$ cat src/rtl/lzwbc_pkg.sv
`default_nettype none

package lzwbc_pkg;

   localparam int DICT_ENTRIES = 4096;
   localparam int BYTE_W       = 8;
   localparam int OUT_W        = 12;
   localparam int CODE_W       = $clog2(DICT_ENTRIES);
   localparam int NF_W         = $clog2(DICT_ENTRIES + 1);
   // hash table has at least twice as many slots as codes, so probing always ends
   localparam int SLOT_W       = CODE_W + 1;
   localparam int SLOT_COUNT   = 1 << SLOT_W;
   localparam int FIRST_FREE   = 256;

   typedef logic [BYTE_W-1:0] byte_type;
   typedef logic [OUT_W-1:0]  out_code_type;
   typedef logic [CODE_W-1:0] code_type;
   typedef logic [NF_W-1:0]   nf_type;
   typedef logic [SLOT_W-1:0] slot_type;

   typedef struct packed {
      code_type prefix;
      byte_type data;
      slot_type slot;
   } entry_type;

   typedef enum logic [2:0] {
      ST_CLEAR,
      ST_IDLE,
      ST_SLOT,
      ST_ENTRY,
      ST_CHECK,
      ST_EMIT_MISS,
      ST_EMIT_LAST
   } state_type;

   typedef struct packed {
      logic clear_step;
      logic accept;
      logic probe_next;
      logic take_hit;
      logic emit_miss;
      logic emit_last;
   } cmd_type;

   typedef struct packed {
      logic clear_done;
      logic present;
      logic req_last;
      logic last;
      logic live;
      logic key_match;
      logic out_free;
   } stat_type;

   function automatic slot_type hash_slot(code_type prefix, byte_type data);
      return slot_type'(prefix) ^ (slot_type'(data) << (SLOT_W - BYTE_W));
   endfunction

endpackage

`default_nettype wire

$ cat src/rtl/lzwbc_ctrl.sv
`default_nettype none

module lzwbc_ctrl (
   input  wire logic                clock,
   input  wire logic                reset,
   input  wire logic                req_valid,
   output logic                     req_ready,
   input  wire lzwbc_pkg::stat_type stat,
   output lzwbc_pkg::cmd_type       cmd
);

   lzwbc_pkg::state_type state_ff, state_in;

   always_ff @(posedge clock) begin
      if (reset) begin
         state_ff <= lzwbc_pkg::ST_CLEAR;
      end else begin
         state_ff <= state_in;
      end
   end

   always_comb begin
      state_in = state_ff;
      unique case (state_ff)
         lzwbc_pkg::ST_CLEAR: begin
            if (stat.clear_done) state_in = lzwbc_pkg::ST_IDLE;
         end
         lzwbc_pkg::ST_IDLE: begin
            if (req_valid) begin
               if (stat.present)       state_in = lzwbc_pkg::ST_SLOT;
               else if (stat.req_last) state_in = lzwbc_pkg::ST_EMIT_LAST;
            end
         end
         lzwbc_pkg::ST_SLOT:  state_in = lzwbc_pkg::ST_ENTRY;
         lzwbc_pkg::ST_ENTRY: state_in = lzwbc_pkg::ST_CHECK;
         lzwbc_pkg::ST_CHECK: begin
            if (stat.live && stat.key_match)
               state_in = stat.last ? lzwbc_pkg::ST_EMIT_LAST : lzwbc_pkg::ST_IDLE;
            else if (!stat.live)
               state_in = lzwbc_pkg::ST_EMIT_MISS;
            else
               state_in = lzwbc_pkg::ST_SLOT;
         end
         lzwbc_pkg::ST_EMIT_MISS: begin
            if (stat.out_free)
               state_in = stat.last ? lzwbc_pkg::ST_EMIT_LAST : lzwbc_pkg::ST_IDLE;
         end
         lzwbc_pkg::ST_EMIT_LAST: begin
            if (stat.out_free) state_in = lzwbc_pkg::ST_IDLE;
         end
         default: state_in = lzwbc_pkg::ST_CLEAR;
      endcase
   end

   always_comb begin
      cmd       = '0;
      req_ready = 1'b0;
      unique case (state_ff)
         lzwbc_pkg::ST_CLEAR: cmd.clear_step = 1'b1;
         lzwbc_pkg::ST_IDLE: begin
            req_ready  = 1'b1;
            cmd.accept = req_valid;
         end
         lzwbc_pkg::ST_SLOT, lzwbc_pkg::ST_ENTRY: ;
         lzwbc_pkg::ST_CHECK: begin
            cmd.take_hit   = stat.live && stat.key_match;
            cmd.probe_next = stat.live && !stat.key_match;
         end
         lzwbc_pkg::ST_EMIT_MISS: cmd.emit_miss = stat.out_free;
         lzwbc_pkg::ST_EMIT_LAST: cmd.emit_last = stat.out_free;
         default: ;
      endcase
   end

endmodule

`default_nettype wire

$ cat config.mk
export PLATFORM = sky130hd
export DESIGN_NAME = lzwbc_ctrl
export DESIGN_NICKNAME = d
export VERILOG_FILES = /design/src/rtl/lzwbc_pkg.sv /design/src/rtl/lzwbc_ctrl.sv
export SDC_FILE = /design/constraint.sdc
export NUM_CORES = 1
export LEC_CHECK = 0
export ABC_CLOCK_PERIOD_IN_PS = 1200
export BUFFER_PORTS_ARGS = -buffer_cell sky130_fd_sc_hd__buf_4
export CORE_AREA = 2 2 39 41
export CTS_CLUSTER_DIAMETER = 50
export DETAILED_ROUTE_END_ITERATION = 10
export DIE_AREA = 0 0 41 43
export SYNTH_ARGS = -nofsm -noshare
export SYNTH_HDL_FRONTEND = slang
export SYNTH_SLANG_ARGS = --single-unit
$ cat constraint.sdc
create_clock -name clock -period 1.2 [get_ports clock]
set_input_delay 0 -clock clock [delete_from_list [all_inputs] [get_ports clock]]
set_output_delay 0 -clock clock [all_outputs]
set_load 0.02 [all_outputs]
==> flow_summary.json <==
{
  "slew_violations": 0,
  "antenna_found_initial": 0,
  "pre_cts_slack_ns": -0.112,
  "tightest_slew_ns": 0.318,
  "num_antenna_cells": 0,
  "drt_iter0_drc": 6,
  "coreArea_um2": 1380,
  "vias": 468,
  "cpPeakStageDelay_ns": 0.52,
  "drc": 0,
  "ys_seq_area_frac": 0.176,
  "rsz0062_at_grt": "true",
  "regMostFlops": "state_ff",
  "clockBufferDepth": 2,
  "status": "finished, violations left",
  "reg2reg_from": "state_ff[0]$_SDFFE_PP0P_",
  "cts_tree": "built",
  "final_nets": 89,
  "path_cells": "or4b_4 > o31ai_4 > nor3_2 > a2111oi_2",
  "cts.sinks": 3,
  "largest_reg_flops": 3,
  "rr_worst_depth": 4,
  "period_minus_slack_ns": 1.29,
  "drt-total-wl_um": 1210,
  "vias_per_cell": 4.98,
  "dp_hpwl_um": 832,
  "r2r_end": "state_ff[2]$_SDFFE_PP0P_",
  "syn_to_final_growth_pct": 107,
  "clk_pin_slew_ns": 0.04,
  "clkLatencyLatePin_ns": 0.25,
  "cts_buffers": 3,
  "std_cell_rows": 14,
  "hold_path_class": "primary input to register",
  "reg.largest.list": "state_ff: 3 flops",
  "cap_violations": 0,
  "design_area_um2": 706,
  "holdPathEnd": "state_ff[0]$_SDFFE_PP0P_",
  "grt_first_pass_wirelength_um": 1750,
  "gp_congestion": 0.794,
  "finClkSkew_ns": 0.00675,
  "critPathMaxFanout": 4,
  "hold_violations": 0,
  "die-area_um2": 1760,
  "die_width_um": 41,
  "synth_area_um2": 342,
  "dr.pass1.iters": 2,
  "instances_no_fill": 94,
  "end_kind": "register",
  "htreeDepth": 1,
  "io_pins": 17,
  "fin_crit_sh": 1.08,
  "yosysWarnings": 0,
  "hold_depth": 3,
  "routedWlPerCell_um": 12.9,
  "min-delay-start": "stat[0]",
  "grt_pass1_vias": 437,
  "critPathRequiredTime_ns": 1.34,
  "drtAntennaViolNets": 0,
  "avgSynthCellArea_um2": 6.97,
  "worstSetupStartpointType": "register",
  "r2r_slack_ns": -0.09,
  "fmax_ghz": 0.774,
  "synthCells": 49,
  "critical_path_class": "register to register",
  "fin_ws_ns": -0.0924,
  "placed_cells": 87,
  "die_h_um": 43,
  "slowest_stage": "or4b_4",
  "synth_cell_types": 27,
  "final_layout_size_suffix_gt1_frac": 0.654,
  "syn_nets": 59,
  "grt_overflow": 0,
  "power.leakage_nw": 0.292,
  "ir_worst_vdd_mv": 0.560,
  "port_buffers": 16,
  "power_density_nw_per_um2": 1050,
  "relSlewSlack": 0.786,
  "placed_area_um2": 539,
  "grt_max_degree": 7,
  "failed_checks": "setup timing",
  "initial_core_util": 0.247,
  "cts-root-buf": "clkbuf_4",
  "synth_seq_cells": 3,
  "fillerInstances": 142,
  "arrival_ns": 1.43,
  "track_usage": 0.152,
  "setup_violations": 6
}
[routing by layer]
layer	global-route usage	vias to the layer above	wire (um)
li1	-	232	-
met1	0.176	221	484
met2	0.238	13	648
met3	0.0471	2	63
met4	0.0800	0	15
met5	0	-	0
[report_power, final]
part | internal (mW) | total, mW | switching (mW)
combinational | 0.215 | 0.415 | 0.200
clock | 0.126 | 0.191 | 0.0658
sequential | 0.116 | 0.134 | 0.0175
total | 0.457 | 0.740 | 0.284
[what timing repair did]
| action | 4_1_cts | 5_1_grt |
|---|---|---|
| gates cloned | 0 | 0 |
| gates resized for setup | 19 | 10 |
| endpoints found under the hold margin | 2 | 0 |
| setup endpoints to repair | 8 | 9 |
| setup buffers | 2 | 0 |
| pin swaps | 7 | 1 |
| hold buffers | 1 | 0 |
[worst max path at each step]
| stage | startpoint | endpoint | slack [ns] |
|---|---|---|---|
| 2_1_floorplan | state_ff[1]$_SDFFE_PP0P_ | state_ff[2]$_SDFFE_PP0P_ | -0.10 |
| 3_5_place_dp | state_ff[0]$_SDFFE_PP0P_ | state_ff[2]$_SDFFE_PP0P_ | -0.11 |
| 4_1_cts | state_ff[0]$_SDFFE_PP0P_ | state_ff[2]$_SDFFE_PP0P_ | -0.09 |
| 5_1_grt | state_ff[0]$_SDFFE_PP0P_ | state_ff[2]$_SDFFE_PP0P_ | -0.16 |
| 6_report | state_ff[0]$_SDFFE_PP0P_ | state_ff[2]$_SDFFE_PP0P_ | -0.09 |
| 3_3_place_gp | state_ff[0]$_SDFFE_PP0P_ | state_ff[2]$_SDFFE_PP0P_ | -0.08 |
[placed cells by master (no fill, tap or decap), types with 2 or more instances in the layout]
cell type	synthesis	layout
buf_4	0	19
buf_6	1	8
nor2_1	8	4
nand2_1	4	4
nand2b_4	0	3
nor2_4	0	3
nor3_2	1	3
a21oi_1	4	3
clkbuf_4	0	3
inv_1	2	2
dfxtp_2	0	2
[metrics by stage]
stage	power (mW)	setup TNS, ns	hold WS (ns)	utilization
after floorplan	0.308	-0.100	0.0760	-
after global placement	0.440	-0.0836	0.216	0.390
after detailed placement	0.442	-0.147	0.211	0.390
after CTS	0.709	-0.137	0.104	0.484
after global routing	0.776	-0.528	0.115	0.510
final	0.740	-0.162	0.0848	0.510
[cell usage after synthesis]
master     number  area (um^2)
nand2_1         4         15.0
clkbuf_1        1         3.75
a2111oi_2       1         15.0
o211ai_1        1         7.51
and2b_1         1         7.51
o31ai_2         1         12.5
nand3b_1        1         7.51
o32ai_1         1         8.76
a21oi_1         4         20.0
a211oi_1        1         7.51
nand3_1         1         5.00
inv_1           2         7.51
dfxtp_1         3         60.1
o31ai_1         1         7.51
or4b_4          1         13.8
mux2i_1         1         10.0
buf_2           1         5.00
clkinv_1        1         3.75
o21ai_0         2         10.0
a21oi_2         1         8.76
nor3_2          1         10.0
buf_6           1         11.3
and3_1          1         6.26
nand2b_1        4         25.0
nor3b_1         1         7.51
nor2_1          8         30.0
nor3_1          3         15.0
[kinds of logic after synthesis]
logic type / synth area share
AOI/OAI and AO/OA: 0.286
and+or+nand+nor: 0.418
DFF: 0.176
muxes: 0.0293
buffers and inverters: 0.0915
[layout make-up]
| cell class | instances | area [um^2] | share of cell area |
|---|---|---|---|
| multi-input combinational | 40 | 338 | 0.479 |
| timing repair buffer | 28 | 243 | 0.344 |
| sequential | 3 | 66.3 | 0.0940 |
| clock buffer | 4 | 26.3 | 0.0372 |
| tap | 16 | 20.0 | 0.0284 |
| inverter | 3 | 12.5 | 0.0177 |
[worst max-delay path, delay by kind of cell (launching register included)]
| family | cells | cell delay [ns] |
|---|---|---|
| flip-flops | 1 | 0.33 |
| AND/OR/NAND/NOR | 2 | 0.59 |
| AO/OA/AOI/OAI | 2 | 0.26 |
Note: power is estimated with default switching activity, not from simulation.
